`src/hw/rtl/wdm_pkg.sv`:
```
`timescale 1ns / 1ps

package wdm_pkg;

  // fixed field widths
  localparam int CMD_W     = 2;
  localparam int LEN_W     = 4;
  localparam int LETTER_W  = 5;
  localparam int LETTERS_W = 60;
  localparam int INDEX_W   = 6;
  localparam int STATUS_W  = 2;

  // highest letter code
  localparam logic [LETTER_W-1:0] CODE_MAX = LETTER_W'(26);
  localparam logic [LETTER_W-1:0] CODE_WILD = '0;

  // defaults for the top level parameters
  localparam int MAX_LETTERS_DEF = 12;
  localparam int TABLE_DEPTH_DEF = 64;

  // queue depths
  localparam int CMD_QUEUE_DEPTH = 2;
  localparam int RES_QUEUE_DEPTH = 2;

  typedef enum logic [CMD_W-1:0] {
    CMD_LOAD  = 2'd0,
    CMD_QUERY = 2'd1,
    CMD_CLEAR = 2'd2
  } cmd_t;

  typedef enum logic [STATUS_W-1:0] {
    ST_OK       = 2'd0,
    ST_FULL     = 2'd1,
    ST_BAD_CODE = 2'd2,
    ST_BAD_LEN  = 2'd3
  } status_t;

  typedef enum logic {
    BK_IDLE = 1'b0,
    BK_SCAN = 1'b1
  } back_state_t;

  // classified item, less its letters
  typedef struct packed {
    cmd_t               op;
    status_t            status;
    logic [LEN_W-1:0]   len;
  } desc_ctrl_t;

  typedef struct packed {
    logic               found;
    logic [INDEX_W-1:0] index;
    logic               last;
    status_t            status;
  } result_t;

endpackage

```
`src/hw/rtl/wdm_queue.sv`:
```
`timescale 1ns / 1ps

module wdm_queue #(
  parameter int WIDTH = 8,
  parameter int DEPTH = 2
) (
  input  logic             clk,
  input  logic             rst,
  input  logic             push,
  input  logic [WIDTH-1:0] wdata,
  output logic             full,
  input  logic             pop,
  output logic [WIDTH-1:0] rdata,
  output logic             empty
);

  localparam int PW = (DEPTH > 1) ? $clog2(DEPTH) : 1;
  localparam int CW = $clog2(DEPTH + 1);

  logic [WIDTH-1:0] slots [DEPTH];
  logic [PW-1:0]    wptr;
  logic [PW-1:0]    rptr;
  logic [CW-1:0]    fill;
  logic             do_push;
  logic             do_pop;

  assign full    = (fill == CW'(DEPTH));
  assign empty   = (fill == '0);
  assign do_push = push && !full;
  assign do_pop  = pop && !empty;
  assign rdata   = slots[rptr];

  always_ff @(posedge clk) begin
    if (rst) begin
      wptr <= '0;
      rptr <= '0;
      fill <= '0;
    end else begin
      if (do_push) begin
        wptr <= (wptr == PW'(DEPTH - 1)) ? '0 : wptr + 1'b1;
      end
      if (do_pop) begin
        rptr <= (rptr == PW'(DEPTH - 1)) ? '0 : rptr + 1'b1;
      end
      if (do_push && !do_pop) begin
        fill <= fill + 1'b1;
      end else if (do_pop && !do_push) begin
        fill <= fill - 1'b1;
      end
    end
  end

  always_ff @(posedge clk) begin
    if (do_push) begin
      slots[wptr] <= wdata;
    end
  end

endmodule

```
`src/hw/rtl/wdm_front.sv`:
```
`timescale 1ns / 1ps

module wdm_front #(
  parameter int MAX_LETTERS = wdm_pkg::MAX_LETTERS_DEF
) (
  input  logic                              push,
  output logic                              full,
  input  logic [wdm_pkg::CMD_W-1:0]         cmd,
  input  logic [wdm_pkg::LEN_W-1:0]         word_length,
  input  logic [wdm_pkg::LETTERS_W-1:0]     letters,
  input  logic                              q_full,
  output logic                              q_push,
  output wdm_pkg::desc_ctrl_t               q_ctrl,
  output logic [MAX_LETTERS*wdm_pkg::LETTER_W-1:0] q_letters
);

  import wdm_pkg::*;

  localparam int LW = MAX_LETTERS * LETTER_W;

  logic          is_load;
  logic          known_cmd;
  logic          bad_len;
  logic          bad_code;
  logic [LW-1:0] masked;

  assign is_load   = (cmd == CMD_LOAD);
  assign known_cmd = (cmd == CMD_LOAD) || (cmd == CMD_QUERY) || (cmd == CMD_CLEAR);
  assign bad_len   = (word_length == '0) || (word_length > LEN_W'(MAX_LETTERS));

  // per-letter checks, positions past the length are dropped
  always_comb begin
    logic [LETTER_W-1:0] code;
    logic                live;
    bad_code = 1'b0;
    masked   = '0;
    for (int p = 0; p < MAX_LETTERS; p++) begin
      code = letters[p*LETTER_W +: LETTER_W];
      live = (LEN_W'(p) < word_length);
      if (live) begin
        masked[p*LETTER_W +: LETTER_W] = code;
        if ((code > CODE_MAX) || ((code == CODE_WILD) && is_load)) begin
          bad_code = 1'b1;
        end
      end
    end
  end

  always_comb begin
    q_ctrl.op  = cmd_t'(cmd);
    q_ctrl.len = word_length;
    priority if (cmd == CMD_CLEAR) begin
      q_ctrl.status = ST_OK;
    end else if (bad_len) begin
      q_ctrl.status = ST_BAD_LEN;
    end else if (bad_code) begin
      q_ctrl.status = ST_BAD_CODE;
    end else begin
      q_ctrl.status = ST_OK;
    end
  end

  // unused command code is taken and dropped
  assign full      = q_full;
  assign q_push    = push && !q_full && known_cmd;
  assign q_letters = masked;

endmodule

```
`src/hw/rtl/wdm_back.sv`:
```
`timescale 1ns / 1ps

module wdm_back #(
  parameter int MAX_LETTERS = wdm_pkg::MAX_LETTERS_DEF,
  parameter int TABLE_DEPTH = wdm_pkg::TABLE_DEPTH_DEF
) (
  input  logic                              clk,
  input  logic                              rst,
  input  logic                              q_empty,
  input  wdm_pkg::desc_ctrl_t               q_ctrl,
  input  logic [MAX_LETTERS*wdm_pkg::LETTER_W-1:0] q_letters,
  output logic                              q_pop,
  output wdm_pkg::result_t                  res,
  output logic                              empty,
  input  logic                              pop
);

  import wdm_pkg::*;

  localparam int LW = MAX_LETTERS * LETTER_W;
  localparam int MW = LW + LEN_W;
  localparam int AW = $clog2(TABLE_DEPTH);
  localparam int CW = $clog2(TABLE_DEPTH + 1);

  logic [MW-1:0]    mem [TABLE_DEPTH];
  logic [MW-1:0]    rdata;

  back_state_t      state;
  back_state_t      state_next;
  logic [CW-1:0]    count;
  logic [CW-1:0]    rd_addr;
  logic             cmp_valid;
  logic [AW-1:0]    cmp_idx;
  logic             pend_valid;
  logic [AW-1:0]    pend_idx;
  logic [LW-1:0]    pat;
  logic [LEN_W-1:0] plen;

  logic             o_push;
  logic             o_full;
  result_t          o_data;
  logic             wr_en;
  logic             count_clr;
  logic             scan_start;
  logic             finish;
  logic             match;
  logic             stall;
  logic             issue;
  logic             scan_done;

  // compare the registered word from the table read with the pattern
  always_comb begin
    logic [LETTER_W-1:0] pc;
    match = cmp_valid && (rdata[MW-1 -: LEN_W] == plen);
    for (int p = 0; p < MAX_LETTERS; p++) begin
      pc = pat[p*LETTER_W +: LETTER_W];
      if ((pc != CODE_WILD) && (pc != rdata[p*LETTER_W +: LETTER_W])) begin
        match = 1'b0;
      end
    end
  end

  assign stall     = match && pend_valid && o_full;
  assign issue     = (state == BK_SCAN) && !stall && (rd_addr < count);
  assign scan_done = !cmp_valid && (rd_addr >= count);

  always_comb begin
    state_next = state;
    unique case (state)
      BK_IDLE: if (scan_start) state_next = BK_SCAN;
      BK_SCAN: if (finish) state_next = BK_IDLE;
      default: state_next = BK_IDLE;
    endcase
  end

  always_comb begin
    q_pop      = 1'b0;
    o_push     = 1'b0;
    o_data     = '{found: 1'b0, index: '0, last: 1'b1, status: ST_OK};
    wr_en      = 1'b0;
    count_clr  = 1'b0;
    scan_start = 1'b0;
    finish     = 1'b0;
    unique case (state)
      BK_IDLE: begin
        if (!q_empty && !o_full) begin
          q_pop = 1'b1;
          unique case (q_ctrl.op)
            CMD_LOAD: begin
              o_push = 1'b1;
              priority if (q_ctrl.status != ST_OK) begin
                o_data.status = q_ctrl.status;
              end else if (count == CW'(TABLE_DEPTH)) begin
                o_data.status = ST_FULL;
              end else begin
                wr_en        = 1'b1;
                o_data.index = INDEX_W'(count);
              end
            end
            CMD_QUERY: begin
              if (q_ctrl.status != ST_OK) begin
                o_push        = 1'b1;
                o_data.status = q_ctrl.status;
              end else begin
                scan_start = 1'b1;
              end
            end
            CMD_CLEAR: begin
              o_push    = 1'b1;
              count_clr = 1'b1;
            end
            default: q_pop = 1'b1;
          endcase
        end
      end
      BK_SCAN: begin
        if (match && pend_valid && !stall) begin
          // a newer match shows the held one is not the final one
          o_push       = 1'b1;
          o_data.found = 1'b1;
          o_data.index = INDEX_W'(pend_idx);
          o_data.last  = 1'b0;
        end else if (scan_done && !o_full) begin
          o_push       = 1'b1;
          finish       = 1'b1;
          o_data.found = pend_valid;
          o_data.index = pend_valid ? INDEX_W'(pend_idx) : '0;
        end
      end
      default: q_pop = 1'b0;
    endcase
  end

  always_ff @(posedge clk) begin
    if (rst) begin
      state      <= BK_IDLE;
      count      <= '0;
      cmp_valid  <= 1'b0;
      pend_valid <= 1'b0;
    end else begin
      state <= state_next;
      if (count_clr) begin
        count <= '0;
      end else if (wr_en) begin
        count <= count + 1'b1;
      end
      if (scan_start) begin
        cmp_valid  <= 1'b0;
        pend_valid <= 1'b0;
      end else if ((state == BK_SCAN) && !stall) begin
        cmp_valid <= issue;
        if (match) begin
          pend_valid <= 1'b1;
        end
        if (finish) begin
          pend_valid <= 1'b0;
        end
      end
    end
  end

  always_ff @(posedge clk) begin
    if (scan_start) begin
      rd_addr <= '0;
      pat     <= q_letters;
      plen    <= q_ctrl.len;
    end else if (issue) begin
      rd_addr <= rd_addr + 1'b1;
    end
    if (issue) begin
      cmp_idx <= rd_addr[AW-1:0];
    end
    if (match && !stall) begin
      pend_idx <= cmp_idx;
    end
  end

  // word table, one write or one read port use per cycle
  always_ff @(posedge clk) begin
    if (wr_en) begin
      mem[count[AW-1:0]] <= {q_ctrl.len, q_letters};
    end
    if (issue) begin
      rdata <= mem[rd_addr[AW-1:0]];
    end
  end

  wdm_queue #(
    .WIDTH ($bits(result_t)),
    .DEPTH (RES_QUEUE_DEPTH)
  ) u_res_queue (
    .clk   (clk),
    .rst   (rst),
    .push  (o_push),
    .wdata (o_data),
    .full  (o_full),
    .pop   (pop),
    .rdata (res),
    .empty (empty)
  );

`ifndef SYNTHESIS
  a_count_range: assert property (@(posedge clk) disable iff (rst)
    count <= CW'(TABLE_DEPTH))
    else $error("word count beyond table depth");

  a_write_room: assert property (@(posedge clk) disable iff (rst)
    wr_en |-> (count < CW'(TABLE_DEPTH)) && (state == BK_IDLE))
    else $error("table write without room");

  a_idle_clean: assert property (@(posedge clk) disable iff (rst)
    (state == BK_IDLE) |-> !cmp_valid && !pend_valid)
    else $error("scan state left over in idle");

  a_scan_addr: assert property (@(posedge clk) disable iff (rst)
    (state == BK_SCAN) |-> rd_addr <= count)
    else $error("scan address past stored words");

  a_finish_once: assert property (@(posedge clk) disable iff (rst)
    finish |=> (state == BK_IDLE) && !pend_valid)
    else $error("scan did not close");
`endif

endmodule

```
`src/hw/rtl/wildcard_dictionary_matcher_unit.sv`:
```
`timescale 1ns / 1ps

// wildcard dictionary matcher: keeps up to TABLE_DEPTH words of up to
// MAX_LETTERS letters (codes 1..26) and answers pattern queries in which
// code 0 is a wildcard. both sides behave as queues: an item goes in when
// push is high and full is low, a result leaves when pop is high and empty
// is low. a load gives one result carrying the slot written or an error
// status (bad length, then bad letter code, then table full); a clear gives
// one result; cmd 3 is taken and dropped. a query gives one result per
// matching word in load order with last on the final one, or a single
// not-found result. the front checks and masks each item in the cycle it
// arrives and hands it through a two-entry queue to the back. the back
// takes a load, clear or rejected query without a scan; a valid query walks
// the stored words through the single-port word table, one read a cycle
// unless a match meets a full result queue, and holds the back until the
// walk ends and the final result is queued. results wait in a two-entry
// queue, so a slow consumer does not stop the front from taking items
// until the command queue fills too
module wildcard_dictionary_matcher_unit #(
  parameter int MAX_LETTERS = wdm_pkg::MAX_LETTERS_DEF,
  parameter int TABLE_DEPTH = wdm_pkg::TABLE_DEPTH_DEF
) (
  input  logic                          clk,
  input  logic                          rst,
  // item side
  input  logic                          push,
  output logic                          full,
  input  logic [wdm_pkg::CMD_W-1:0]     cmd,
  input  logic [wdm_pkg::LEN_W-1:0]     word_length,
  input  logic [wdm_pkg::LETTERS_W-1:0] letters,
  // result side
  output logic                          empty,
  input  logic                          pop,
  output logic                          found,
  output logic [wdm_pkg::INDEX_W-1:0]   index,
  output logic                          last,
  output logic [wdm_pkg::STATUS_W-1:0]  status
);

  import wdm_pkg::*;

  localparam int LW = MAX_LETTERS * LETTER_W;
  localparam int QW = $bits(desc_ctrl_t) + LW;

  // front to queue
  logic          f_push;
  logic          q_full;
  desc_ctrl_t    f_ctrl;
  logic [LW-1:0] f_letters;

  // queue to back
  logic          q_empty;
  logic          q_pop;
  logic [QW-1:0] q_rdata;
  desc_ctrl_t    b_ctrl;
  logic [LW-1:0] b_letters;

  result_t       res;

  wdm_front #(
    .MAX_LETTERS (MAX_LETTERS)
  ) u_front (
    .push        (push),
    .full        (full),
    .cmd         (cmd),
    .word_length (word_length),
    .letters     (letters),
    .q_full      (q_full),
    .q_push      (f_push),
    .q_ctrl      (f_ctrl),
    .q_letters   (f_letters)
  );

  // classified items wait here while the back is busy scanning
  wdm_queue #(
    .WIDTH (QW),
    .DEPTH (CMD_QUEUE_DEPTH)
  ) u_cmd_queue (
    .clk   (clk),
    .rst   (rst),
    .push  (f_push),
    .wdata ({f_ctrl, f_letters}),
    .full  (q_full),
    .pop   (q_pop),
    .rdata (q_rdata),
    .empty (q_empty)
  );

  assign b_ctrl    = desc_ctrl_t'(q_rdata[QW-1 -: $bits(desc_ctrl_t)]);
  assign b_letters = q_rdata[LW-1:0];

  wdm_back #(
    .MAX_LETTERS (MAX_LETTERS),
    .TABLE_DEPTH (TABLE_DEPTH)
  ) u_back (
    .clk       (clk),
    .rst       (rst),
    .q_empty   (q_empty),
    .q_ctrl    (b_ctrl),
    .q_letters (b_letters),
    .q_pop     (q_pop),
    .res       (res),
    .empty     (empty),
    .pop       (pop)
  );

  // oldest result on the ports
  assign found  = res.found;
  assign index  = res.index;
  assign last   = res.last;
  assign status = res.status;

endmodule
```
`config.mk`:
```
export PLATFORM = sky130hd
export DESIGN_NAME = wildcard_dictionary_matcher_unit
export DESIGN_NICKNAME = d
export VERILOG_FILES = /design/src/hw/rtl/wdm_pkg.sv /design/src/hw/rtl/wdm_queue.sv /design/src/hw/rtl/wdm_front.sv /design/src/hw/rtl/wdm_back.sv /design/src/hw/rtl/wildcard_dictionary_matcher_unit.sv
export SDC_FILE = /design/constraint.sdc
export NUM_CORES = 2
export LEC_CHECK = 0
export BUFFER_PORTS_ARGS = -buffer_cell sky130_fd_sc_hd__buf_2
export CAP_MARGIN = 10
export CORE_MARGIN = 4
export CORE_UTILIZATION = 40
export CTS_CLUSTER_SIZE = 40
export DETAILED_ROUTE_END_ITERATION = 12
export PLACE_DENSITY = 0.51
export SYNTH_ARGS = -nofsm -noshare
export SYNTH_HDL_FRONTEND = slang
export SYNTH_HIERARCHICAL = 1
export SYNTH_MEMORY_MAX_BITS = 65536
export SYNTH_SLANG_ARGS = --single-unit
```
`constraint.sdc`:
```
create_clock -name clk -period 9.8 [get_ports clk]
set_input_delay 0.49 -clock clk [delete_from_list [all_inputs] [get_ports clk]]
set_output_delay 0.49 -clock clk [all_outputs]
set_load 0.03 [all_outputs]
```
==> flow_summary.toml <==
[route]
drt-initial-drc-count = 8603
wl_um = 459000
vias = 76300
via_per_inst = 5.82
ant_nets = 0
drcViolationCount = 0
first_pass_iters = 5
routedWlPerCell_um = 35.0

[clocking]
clk_latency_ns = 0.99
postCtsSetupBuffers = 0
clk_pin_slew_ns = 0.06
cts_hold_buf = 66
cts_root_buf = "clkbuf_16"
numCtsBuffers = 461
cts.sinks = 4419
cts_tree = "yes"
htreeDepth = 5
cts_resized = 0
clockBufferDepth = 4

[timing]
setup_tns_ns = 0
max_slew_margin_pct = 15.3
hold_viol = 0
setup_viol = 0
fmax_mhz = 170
worstMarginPinSlew_ns = 1.27
fin_worst_skew_ns = 0.0623
rsz0062_at_grt = "no"
period_share_pct = 60.0
min_period_ns = 5.88
slew_viol_final = 0

[logic_synthesis]
synth_edf_count = 4392
yosys-top-cells-area = "edfxtp_1, mux4_2, clkbuf_1"
yosysUniqueCellTypes = 54
ys_warn_count = 6
syn_inst = 6678
synth_top_area_share_pct = 78.4
synth_nets = 6760
avgSynthCellArea_sq_um = 25.2
async_reset_ff_share_pct = 0
synth_most_common_cell = "edfxtp_1"
ys_seq_area_share_pct = 78.8
netlist_area_sq_mm = 0.168
synth_ff_type = "edfxtp_1"
ys_seq_elements = 4419
synth_largest_area_cell = "edfxtp_1"
synth_top_cells_by_count = "edfxtp_1, mux4_2, clkbuf_1, buf_2, nor2_1"

[floorplanning]
die-width_um = 656
num_rows = 237
core_area_sq_mm = 0.418
io_pins = 82
dieArea_sq_mm = 0.431
start_util_pct = 40.2
die_h_um = 656

[setup_path]
path_class = "flop to flop"
worstPathMaxFanout = 41
cp.arrival_ns = 6.45
start_kind = "flop"
critPathRequiredTime_ns = 10.37
end_kind = "flop"

[power_and_ir_drop]
ir_drop_mv = 0.228
power.leakage_nw = 57.7
power.density_mw_per_mm2 = 262

[global_route]
grt_max_degree = 137
grt_pass1_wl_um = 639000
grt_pass1_vias = 78500
antenna_found_initial = 29
grt.total_usage_pct = 21.1
grt_overflow = 0

[cells_and_area]
stdcell_count = 13100
postLayoutCellArea_sq_mm = 0.192
final_nets = 7274
area_delta_synth_final_pct = 14.1
drive_above_1_share_pct = 32.3

[placed_design]
place_inst = 12200
hpwl_um = 256000
io_buffers = 81
place_area_sq_mm = 0.177
routabilityCongestion = 0.766

[flow_run]
drv_cap = 0

[min_path]
hold_path.class = "input port to flop"

[outcome]
status = "complete, no violations"
## final timing paths
path / startpoint / endpoint / slack, ns / cells after the start
worst min register to register: u_back/cmp_idx[2] / u_back/pend_idx[2] / 0.42 / 0
worst min-delay path: word_length[1] / u_cmd_queue/slots[1][61] / 0.10 / 2
worst max-delay path: flop / u_back/mem[34][32] / 3.92 / 8
worst max register to register: flop / u_back/mem[34][32] / 3.92 / 8
## sequential cells by signal, summed over array words and instances, names as in the netlist, 2 cells and up, named ones only
register and count:
u_back/plen 4, u_back/pend_idx 6, u_cmd_queue/fill 2, u_back/u_res_queue/fill 2, u_cmd_queue/slots 136, u_back/pat 60
u_back/count 7, u_back/rd_addr 7, u_back/rdata 64, u_back/cmp_idx 6, u_back/mem 4096, u_back/u_res_queue/slots 20
## kinds of logic after synthesis
group / synth area share (%)
flops: 78.8
mux: 18.6
buf+inv: 0.914
simple gates: 0.925
compound gates: 0.358
xor+xnor: 0.359
fa+ha+maj: 0.0893
## stage by stage
stage	hold WS, ns	power, mW	utilization [%]	setup WS [ns]
2_1_floorplan	0.400	30.2	-	4.31
3_3_place_gp	0.404	33.9	42.3	3.78
3_5_place_dp	0.407	34.1	42.3	3.83
4_1_cts	0.0338	50.9	45.9	3.83
5_1_grt	0.0503	52.1	45.9	3.64
6_report	0.105	50.2	45.9	3.92
## placed cells by master, fill, tap and decap left out, types with 29 or more instances in the layout
cell,count
edfxtp_1,4392
mux4_2,1344
clkbuf_16,468
buf_4,204
clkinv_1,123
clkbuf_1,96
clkinv_2,92
buf_2,81
dlygate4sd3_1,66
nor2_4,64
xnor2_1,45
mux2_2,45
nor2_1,36
mux2_4,33
diode_2,32
nor2b_1,32
bufinv_16,29
## metal layers
layer | GRT usage (%) | share of wire (%)
met4 | 5.93 | 2.8
met3 | 2.69 | 5.2
met2 | 35.1 | 50
met5 | 0 | 0.0078
met1 | 29.4 | 42
## layout make-up
| class | count | area [sq um] |
|---|---|---|
| Antenna cell | 32 | 80.1 |
| Clock buffer | 573 | 12200 |
| Clock inverter | 274 | 2210 |
| Fill cell | 34300 | 226000 |
| Inverter | 29 | 126 |
| Multi-Input combinational cell | 1904 | 34700 |
| Sequential cell | 4419 | 132000 |
| Tap cell | 5497 | 6880 |
| Timing Repair Buffer | 377 | 3100 |
## worst max-delay path, stage by stage (launching register included)
cell and delay, ns:
dfxtp_4 0.70, buf_4 0.67, mux2_2 0.43, nor2_1 0.21, nand2_1 0.18, nor4_1 0.62
nand2_1 0.71, nor2_4 1.08, buf_4 0.74
## where the power goes
group          leakage (nW)  total, mW  internal [mW]  switching [mW]
clock                  7.07       16.8           9.55            7.22
sequential             39.8       22.8           22.6           0.167
combinational          10.8       10.6           4.49            6.15
total                  57.7       50.2           36.6            13.5
Note: power is estimated with default switching activity, not from simulation.
